### src/sv/ray_box_slab_intersect_macros.svh
// Assertion macros shared by the ray/box slab intersect RTL.
`ifndef RAY_BOX_SLAB_INTERSECT_MACROS_SVH
`define RAY_BOX_SLAB_INTERSECT_MACROS_SVH
`ifndef SYNTH
`define RBSI_ASSERT(lbl, clk, rst, prop) \
   lbl: assert property (@(posedge clk) disable iff (rst) (prop)) \
      else $error("rbsi: assertion failed");
`define RBSI_ASSERT_IMP(lbl, clk, rst, ante, cons) \
   lbl: assert property (@(posedge clk) disable iff (rst) (ante) |-> (cons)) \
      else $error("rbsi: implication failed");
`else
`define RBSI_ASSERT(lbl, clk, rst, prop)
`define RBSI_ASSERT_IMP(lbl, clk, rst, ante, cons)
`endif
`endif

### src/sv/rbsi_pkg.sv
// Shared constants and lane result type for the ray/box slab intersect block.
package rbsi_pkg;
   // internal slab time: signed, magnitude clamped to 2^62-1
   localparam int TIME_W = 64;
   localparam logic [TIME_W-1:0] TIME_CAP = (64'd1 << 62) - 64'd1;
   localparam logic signed [TIME_W-1:0] TIME_MIN = {1'b1, {(TIME_W-1){1'b0}}};
   localparam logic signed [TIME_W-1:0] TIME_MAX = {1'b0, {(TIME_W-1){1'b1}}};

   // what one axis lane hands to the merge stage
   typedef struct packed {
      logic signed [TIME_W-1:0] t_near;
      logic signed [TIME_W-1:0] t_far;
      logic                     miss;
   } lane_type;
endpackage

### src/sv/rbsi_merge.sv
// Merge of the three lanes: largest entry, smallest exit, hit and saturation.
module rbsi_merge #(
   parameter int COORD_WIDTH = 32
) (
   input  logic                          clock,
   input  logic                          en,
   input  rbsi_pkg::lane_type            lane_x,
   input  rbsi_pkg::lane_type            lane_y,
   input  rbsi_pkg::lane_type            lane_z,
   output logic                          hit,
   output logic signed [COORD_WIDTH-1:0] entry_distance
);
   import rbsi_pkg::*;

   localparam logic signed [TIME_W-1:0] SAT_MAX =
      (TIME_W'(1) << (COORD_WIDTH - 1)) - TIME_W'(1);
   localparam logic signed [TIME_W-1:0] SAT_MIN = -SAT_MAX - TIME_W'(1);
   localparam logic [COORD_WIDTH-1:0]   ENTRY_MAX = {1'b0, {(COORD_WIDTH-1){1'b1}}};

   // stage A: reduce the three lanes
   logic signed [TIME_W-1:0] near_xy, far_xy, tmin_in, tmax_in;
   logic signed [TIME_W-1:0] tmin_ff, tmax_ff;
   logic                     miss_ff;

   always_comb begin
      near_xy = (lane_x.t_near > lane_y.t_near) ? lane_x.t_near : lane_y.t_near;
      far_xy  = (lane_x.t_far  < lane_y.t_far)  ? lane_x.t_far  : lane_y.t_far;
      tmin_in = (lane_z.t_near > near_xy) ? lane_z.t_near : near_xy;
      tmax_in = (lane_z.t_far  < far_xy)  ? lane_z.t_far  : far_xy;
   end

   always_ff @(posedge clock) begin
      if (en) begin
         tmin_ff <= tmin_in;
         tmax_ff <= tmax_in;
         miss_ff <= lane_x.miss || lane_y.miss || lane_z.miss;
      end
   end

   // stage B: hit decision and entry saturation
   logic                     hit_in, hit_ff;
   logic signed [TIME_W-1:0] sat;
   logic [COORD_WIDTH-1:0]   entry_in, entry_ff;

   always_comb begin
      hit_in = !(miss_ff || (tmax_ff < 0) || (tmin_ff > tmax_ff));
      if (tmin_ff > SAT_MAX) begin
         sat = SAT_MAX;
      end else if (tmin_ff < SAT_MIN) begin
         sat = SAT_MIN;
      end else begin
         sat = tmin_ff;
      end
      entry_in = hit_in ? sat[COORD_WIDTH-1:0] : ENTRY_MAX;
   end

   always_ff @(posedge clock) begin
      if (en) begin
         hit_ff   <= hit_in;
         entry_ff <= entry_in;
      end
   end

   assign hit            = hit_ff;
   assign entry_distance = signed'(entry_ff);
endmodule

### config.mk
export PLATFORM = sky130hd
export DESIGN_NAME = rbsi_merge
export DESIGN_NICKNAME = d
export VERILOG_FILES = /design/src/sv/ray_box_slab_intersect_macros.svh /design/src/sv/rbsi_pkg.sv /design/src/sv/rbsi_merge.sv
export SDC_FILE = /design/constraint.sdc
export NUM_CORES = 1
export LEC_CHECK = 0
export BUFFER_PORTS_ARGS = -buffer_cell sky130_fd_sc_hd__buf_4
export CORE_ASPECT_RATIO = 0.5
export CORE_MARGIN = 2
export CORE_UTILIZATION = 45
export DETAILED_ROUTE_END_ITERATION = 10
export GPL_TIMING_DRIVEN = 0
export PLACE_DENSITY = 0.7
export SYNTH_ARGS = -nofsm -noshare
export SYNTH_HDL_FRONTEND = slang
export SYNTH_SLANG_ARGS = --single-unit
### constraint.sdc
create_clock -name clock -period 8.6 [get_ports clock]
set_input_delay 1.29 -clock clock [delete_from_list [all_inputs] [get_ports clock]]
set_output_delay 1.29 -clock clock [all_outputs]
set_load 0.01 [all_outputs]
### After elaboration in Yosys (flattened, before gate mapping)

Index checks and enable logic that the tools add are counted.

* $lt $le $gt $ge: 8
* multiplexer cells: 5
* reductions and logical operators: 6

Operators with widths (count)
* $mux 64: 4
* $gt 64x64->1: 3
* $lt 64x64->1: 2
* $gt 64x32->1 const B: 1
* $lt 64x1->1 const B: 1
* $lt 64x32->1 const B: 1
* $mux 32: 1
* $logic_or 1x1->1: 4
* $reduce_or 2->1: 1
* $logic_not 1->1: 1

* register bits: 162
* output and inout port bits: 33
* word-level logic and storage cells: 24

### Longest topological paths before layout

* depth in word-level cells: 4
* depth in mapped cells: 26

### Worst setup path before layout

No wires, ideal clock.

* kind: input to register
* start: input port lane_y[110] (netlist bit)
* end: register tmin_ff[10], data pin
* setup time: 0.279 ns
* arrival time: 6.512 ns
* data required time: 8.321 ns
* slack: 1.810 ns
* cell stages on the path: 26
* cell sequence: inv_1 ha_1 and4_1 nand3_1 or3_1 or3_1 or3_1 o211ai_1 nor4_1 a21bo_2 buf_6 buf_4 mux2i_1 ha_1 nand4_1 nor3_1 nand4_1 or2_1 nor3_1 nand2_1 o311ai_1 a211oi_1 mux2_1 buf_2 clkbuf_1 mux2i_1

* longest elaborated chain between the ends: 4

RTL lines
* from (decl): line rbsi_merge.sv:8 `input rbsi_pkg::lane_type lane_y,`
* $gt 64x64->1: line rbsi_merge.sv:26 `near_xy = (lane_x.t_near > lane_y.t_near) ? lane_x.t_near : lane_y.t_near;`
* $mux 64 *: line rbsi_merge.sv:26
* $gt 64x64->1: line rbsi_merge.sv:28 `tmin_in = (lane_z.t_near > near_xy) ? lane_z.t_near : near_xy;`
* $mux 64 *: line rbsi_merge.sv:28
* via tmin_in[10]: line rbsi_merge.sv:21 `logic signed [TIME_W-1:0] near_xy, far_xy, tmin_in, tmax_in;`
* to (signal assigned): line rbsi_merge.sv:34 `tmin_ff <= tmin_in;`
* to (decl): line rbsi_merge.sv:22 `logic signed [TIME_W-1:0] tmin_ff, tmax_ff;`

The timed path passes the listed nets; every way through them passes the cells marked *.
A chain may end at the register's enable or synchronous reset.

### Worst setup path after layout

* start: input port lane_x[110] (netlist bit)
* end: register tmin_ff[14], data pin

* longest elaborated chain between the ends: 4

RTL lines
* from (decl): line rbsi_merge.sv:7 `input rbsi_pkg::lane_type lane_x,`
* $gt 64x64->1: line rbsi_merge.sv:26
* $mux 64 *: line rbsi_merge.sv:26
* $gt 64x64->1: line rbsi_merge.sv:28
* $mux 64 *: line rbsi_merge.sv:28
* via tmin_in[14]: line rbsi_merge.sv:21

Marked as above.

==> report_table.html <==
<table>
<tr><th>Metric</th><th>Value</th></tr>
<tr><th colspan="2">Clocking</th></tr>
<tr><td>Number of sinks driven by the clock tree</td><td>between 150 and 200</td></tr>
<tr><td>Hold buffers post-CTS</td><td>0</td></tr>
<tr><td>Clock transition at the registers of the reported paths</td><td>around 0.060 ns</td></tr>
<tr><td>Clock tree from TritonCTS</td><td>yes</td></tr>
<tr><td>Number of setup buffers added after CTS</td><td>0</td></tr>
<tr><td>Clock root buffer</td><td>sky130_fd_sc_hd__clkbuf_16</td></tr>
<tr><td>H-tree depth</td><td>4</td></tr>
<tr><td>Clock latency on the worst-skew pair</td><td>0.43 ns</td></tr>
<tr><td>CTS Buf Count</td><td>17</td></tr>
<tr><td>CTS Buffer Depth</td><td>2</td></tr>
<tr><th colspan="2">Job</th></tr>
<tr><td>Max-cap check violation count</td><td>0</td></tr>
<tr><th colspan="2">Setup path</th></tr>
<tr><td>Crit Path Max Fanout</td><td>10</td></tr>
<tr><td>CP Capture Type</td><td>flop</td></tr>
<tr><td>Kind of launch point of the worst setup path</td><td>input pin</td></tr>
<tr><td>Category of the critical setup timing path</td><td>in -&gt; reg</td></tr>
<tr><td>CP required</td><td>between 8 and 9 ns</td></tr>
<tr><td>Worst R2R Setup Slack</td><td>4.08 ns</td></tr>
<tr><td>Crit path DAT</td><td>8.33 ns</td></tr>
<tr><th colspan="2">Route</th></tr>
<tr><td>Final routed DRC violation total</td><td>0</td></tr>
<tr><td>Antenna viol nets, final</td><td>0</td></tr>
<tr><td>Routed length per instance</td><td>17.26 µm</td></tr>
<tr><td>Drt pass-1 iters</td><td>5</td></tr>
<tr><td>DRC marker count from the first detailed-route iteration</td><td>between 600 and 700</td></tr>
<tr><td>Vias post-DR</td><td>roughly 14000</td></tr>
<tr><td>Per-cell via count in the routed design</td><td>5.259</td></tr>
<tr><td>Drt total wl</td><td>45390 µm</td></tr>
<tr><th colspan="2">Power and ir drop</th></tr>
<tr><td>Switching portion of total power</td><td>0.3432</td></tr>
<tr><td>Net switching power</td><td>1.144 mW</td></tr>
<tr><td>Design Power</td><td>3.335 mW</td></tr>
<tr><td>Pleak</td><td>~11 nW</td></tr>
<tr><td>Fraction of power consumed by sequential logic</td><td>0.340</td></tr>
<tr><td>Internal power component</td><td>around 2.2 mW</td></tr>
<tr><td>Fraction of power consumed by the clock network</td><td>0.216</td></tr>
<tr><td>Worst vdd ir</td><td>roughly 0.00014 V</td></tr>
<tr><td>Part of the total power dissipated in combinational logic</td><td>0.445</td></tr>
<tr><td>Power density over the cells</td><td>about 160 nW/µm²</td></tr>
<tr><th colspan="2">Timing</th></tr>
<tr><td>Fin Clk Skew</td><td>0.009755 ns</td></tr>
<tr><td>Worst-case hold slack</td><td>approximately 0.55 ns</td></tr>
<tr><td>Fin crit period</td><td>about 8.2 ns</td></tr>
<tr><td>Rel. slew slack</td><td>0.3127</td></tr>
<tr><td>Worst Tran Pin Value</td><td>about 1.0 ns</td></tr>
<tr><td>Final max-slew violation count</td><td>0</td></tr>
<tr><td>Final setup violation count</td><td>0</td></tr>
<tr><td>Hold Violations, Final</td><td>0</td></tr>
<tr><td>Fmax achieved</td><td>122.1 MHz</td></tr>
<tr><td>Final worst path period share</td><td>0.9525</td></tr>
<tr><td>Setup TNS</td><td>0 ns</td></tr>
<tr><td>RSZ-0062 raised after global routing</td><td>false</td></tr>
<tr><th colspan="2">Yosys</th></tr>
<tr><td>Cell taking the most area after synthesis</td><td>sky130_fd_sc_hd__edfxtp_1</td></tr>
<tr><td>Cell area after synthesis</td><td>~16000 µm²</td></tr>
<tr><td>Syn. warnings</td><td>0</td></tr>
<tr><td>Main area contributors after synthesis</td><td>sky130_fd_sc_hd__edfxtp_1, sky130_fd_sc_hd__ha_1, sky130_fd_sc_hd__mux2i_1, sky130_fd_sc_hd__inv_1, sky130_fd_sc_hd__nand2_1</td></tr>
<tr><td>Fraction of synthesis flops using an asynchronous set or reset pin</td><td>0</td></tr>
<tr><td>Number of nets produced by synthesis</td><td>around 2400</td></tr>
<tr><td>Synthesized instance count</td><td>around 1700</td></tr>
<tr><td>Most used flip-flop cell after synthesis</td><td>sky130_fd_sc_hd__edfxtp_1</td></tr>
<tr><td>Register area share after synthesis</td><td>0.2993</td></tr>
<tr><td>Area share of the largest cell type after synthesis</td><td>0.2993</td></tr>
<tr><td>Syn avg cell area</td><td>a little under 10 µm²</td></tr>
<tr><td>Count of distinct cell types in the synthesized netlist</td><td>62</td></tr>
<tr><td>Register bit count reported by yosys</td><td>162</td></tr>
<tr><td>Number of enable flip-flop cells after synthesis</td><td>approximately 160</td></tr>
<tr><th colspan="2">Floorplan</th></tr>
<tr><td>Width of the chip</td><td>272.8 µm</td></tr>
<tr><td>CORE AREA</td><td>35740 µm²</td></tr>
<tr><td>Effective utilization at floorplan</td><td>0.4547</td></tr>
<tr><td>Count of standard-cell rows</td><td>just under 50</td></tr>
<tr><td>Floorplan die height</td><td>138.4 µm</td></tr>
<tr><td>Count of boundary I/O pins</td><td>422</td></tr>
<tr><td>Die area</td><td>37740 µm²</td></tr>
<tr><th colspan="2">Hold path</th></tr>
<tr><td>Type of the most critical hold path</td><td>reg -&gt; reg</td></tr>
<tr><th colspan="2">Global route</th></tr>
<tr><td>Global-route wire length before repair</td><td>around 70000 µm</td></tr>
<tr><td>Vias in the first global route</td><td>13794</td></tr>
<tr><td>Overall track demand over capacity in global routing</td><td>0.2379</td></tr>
<tr><td>Antenna violations before repair</td><td>1</td></tr>
<tr><td>Largest net degree at the start of global routing</td><td>85</td></tr>
<tr><td>GR Overflow Total</td><td>0</td></tr>
<tr><th colspan="2">Place</th></tr>
<tr><td>Placed Cells incl. Taps</td><td>around 2600</td></tr>
<tr><td>Input/output buffers</td><td>421</td></tr>
<tr><td>DPL Wire Length</td><td>roughly 39000 µm</td></tr>
<tr><td>Routability cong.</td><td>between 0.9 and 1</td></tr>
<tr><th colspan="2">Layout</th></tr>
<tr><td>Filler Cell Count</td><td>3198</td></tr>
<tr><td>Nets@finish</td><td>2839</td></tr>
<tr><td>Fraction of final layout cells with drive strength greater than 1</td><td>0.2214</td></tr>
<tr><td>Utilization of the core after routing</td><td>0.5769</td></tr>
<tr><td>Final instance count without filler cells</td><td>~2600</td></tr>
<tr><td>Synth-to-Final Area Change</td><td>26.87%</td></tr>
<tr><th colspan="2">Outcome</th></tr>
<tr><td>Status</td><td>complete, no violations</td></tr>
</table>
## final timing paths
path,end,from,cells after the start
max,tmin_ff[14]$_DFFE_PP_,lane_x[110],26
min,entry_distance[15]$_SDFFCE_PP1P_,tmin_ff[15]$_DFFE_PP_,2
max reg2reg,entry_distance[11]$_SDFFCE_PP1P_,tmin_ff[63]$_DFFE_PP_,11
min reg2reg,entry_distance[15]$_SDFFCE_PP1P_,tmin_ff[15]$_DFFE_PP_,2
## timing repair
action / in CTS / in global routing
endpoints found under the hold margin: 0 / 0
gates resized for setup: 0 / 3
endpoints found under the setup margin: 0 / 60
## worst max-delay path, cell delays in order
cell	delay, ns
sky130_fd_sc_hd__buf_4	0.12
sky130_fd_sc_hd__ha_1	0.29
sky130_fd_sc_hd__and4_1	0.24
sky130_fd_sc_hd__nand3_1	0.13
sky130_fd_sc_hd__or3_1	0.43
sky130_fd_sc_hd__or3_1	0.42
sky130_fd_sc_hd__or3_1	0.46
sky130_fd_sc_hd__nor2_1	0.15
sky130_fd_sc_hd__mux2i_1	0.08
sky130_fd_sc_hd__a21bo_2	0.21
sky130_fd_sc_hd__buf_6	0.16
sky130_fd_sc_hd__buf_4	0.29
sky130_fd_sc_hd__mux2i_1	0.14
sky130_fd_sc_hd__ha_1	0.49
sky130_fd_sc_hd__nand4_1	0.19
sky130_fd_sc_hd__nor3_1	0.27
sky130_fd_sc_hd__nand4_1	0.20
sky130_fd_sc_hd__or2_1	0.30
sky130_fd_sc_hd__nor3_2	0.48
sky130_fd_sc_hd__nand2_1	0.15
sky130_fd_sc_hd__o311ai_1	0.33
sky130_fd_sc_hd__a211oi_1	0.11
sky130_fd_sc_hd__mux2_1	0.23
sky130_fd_sc_hd__buf_2	0.32
sky130_fd_sc_hd__clkbuf_1	0.60
sky130_fd_sc_hd__mux2i_1	0.21
## power groups by stage
stage	Sequential, mW	Clock (mW)	Combinational (mW)
after floorplan	1.13	0	0.982
after global placement	1.15	0	1.44
after detailed placement	1.15	0	1.48
after CTS	1.13	0.736	1.49
after global routing	1.15	0.769	1.66
final	1.13	0.719	1.48
## cell usage after synthesis (all sizes together) (3+ instances only)
| library cell | instances |
|---|---|
| edfxtp | 162 |
| nor2 | 33 |
| o21ai | 51 |
| nand3 | 16 |
| nand2 | 126 |
| ha | 318 |
| nor3 | 20 |
| a21oi | 85 |
| clkbuf | 17 |
| mux2i | 255 |
| nand4 | 58 |
| or2 | 5 |
| inv | 327 |
| mux2 | 3 |
| nor2b | 13 |
| o21a | 6 |
| a21o | 62 |
| and3 | 6 |
| or3 | 7 |
| a221oi | 8 |
| o211ai | 15 |
| a211oi | 14 |
| nor4 | 16 |
| a211o | 4 |
| buf | 16 |
| o22ai | 3 |
| and4 | 12 |
## cell type report
class | instances | area [µm²] | area share
antenna | 1 | 2.502 | 0.0001214
buffer | 33 | 205.2 | 0.009952
clock buffer | 21 | 440.4 | 0.02136
clock inverter | 11 | 113.9 | 0.005522
inverter | 327 | 1227 | 0.05953
multi-input combinational | 1169 | 9967 | 0.4834
sequential | 162 | 4865 | 0.2359
tap | 484 | 605.6 | 0.02937
timing repair buffer | 422 | 3192 | 0.1548
## state kept, by name (all words and copies together), names as in the netlist
signal and flops:
tmax_ff 64, tmin_ff 64, entry_distance 32, hit 1, miss_ff 1
## cell usage in the layout (no fill, tap or decap), types with 6 or more instances in the layout
cell type	count
sky130_fd_sc_hd__buf_4	427
sky130_fd_sc_hd__inv_1	327
sky130_fd_sc_hd__ha_1	318
sky130_fd_sc_hd__mux2i_1	255
sky130_fd_sc_hd__edfxtp_1	162
sky130_fd_sc_hd__nand2_1	126
sky130_fd_sc_hd__a21oi_1	85
sky130_fd_sc_hd__a21o_1	62
sky130_fd_sc_hd__nand4_1	58
sky130_fd_sc_hd__o21ai_0	35
sky130_fd_sc_hd__nor2_1	33
sky130_fd_sc_hd__clkbuf_1	20
sky130_fd_sc_hd__nor3_1	19
sky130_fd_sc_hd__clkbuf_16	17
sky130_fd_sc_hd__nand3_1	16
sky130_fd_sc_hd__o21ai_1	16
sky130_fd_sc_hd__nor4_1	16
sky130_fd_sc_hd__o211ai_1	15
sky130_fd_sc_hd__a211oi_1	14
sky130_fd_sc_hd__nor2b_1	13
sky130_fd_sc_hd__and4_1	12
sky130_fd_sc_hd__a221oi_1	8
sky130_fd_sc_hd__buf_6	8
sky130_fd_sc_hd__or3_1	7
sky130_fd_sc_hd__and3_1	6
sky130_fd_sc_hd__o21a_1	6
## per-stage QoR
stage | setup slack (ns) | instance area (µm²)
2_1_floorplan | 1.810 | 16250
3_3_place_gp | 0.007460 | 20020
3_5_place_dp | -0.1145 | 20050
4_1_cts | 0.3234 | 20600
5_1_grt | 0.1249 | 20620
6_report | 0.4084 | 20620
## cell families after synthesis
kind of cell    Yosys count  synth area share
fa+ha+maj               318            0.2448
flops                   162            0.2993
xor+xnor                  1          0.001694
buf+inv                 360           0.08807
mux                     258            0.1594
simple gates            319           0.09785
compound gates          273            0.1089
## layer usage
layer,routed length (µm),global-route usage,vias up,part of all wire
met2,23010,0.4223,296,0.51
met1,19280,0.2981,6488,0.42
met4,1219,0.06940,0,0.027
li1,-,-,6974,-
met5,0,0,-,0
met3,1884,0.03735,74,0.042
(Power assumes the default switching activity.)
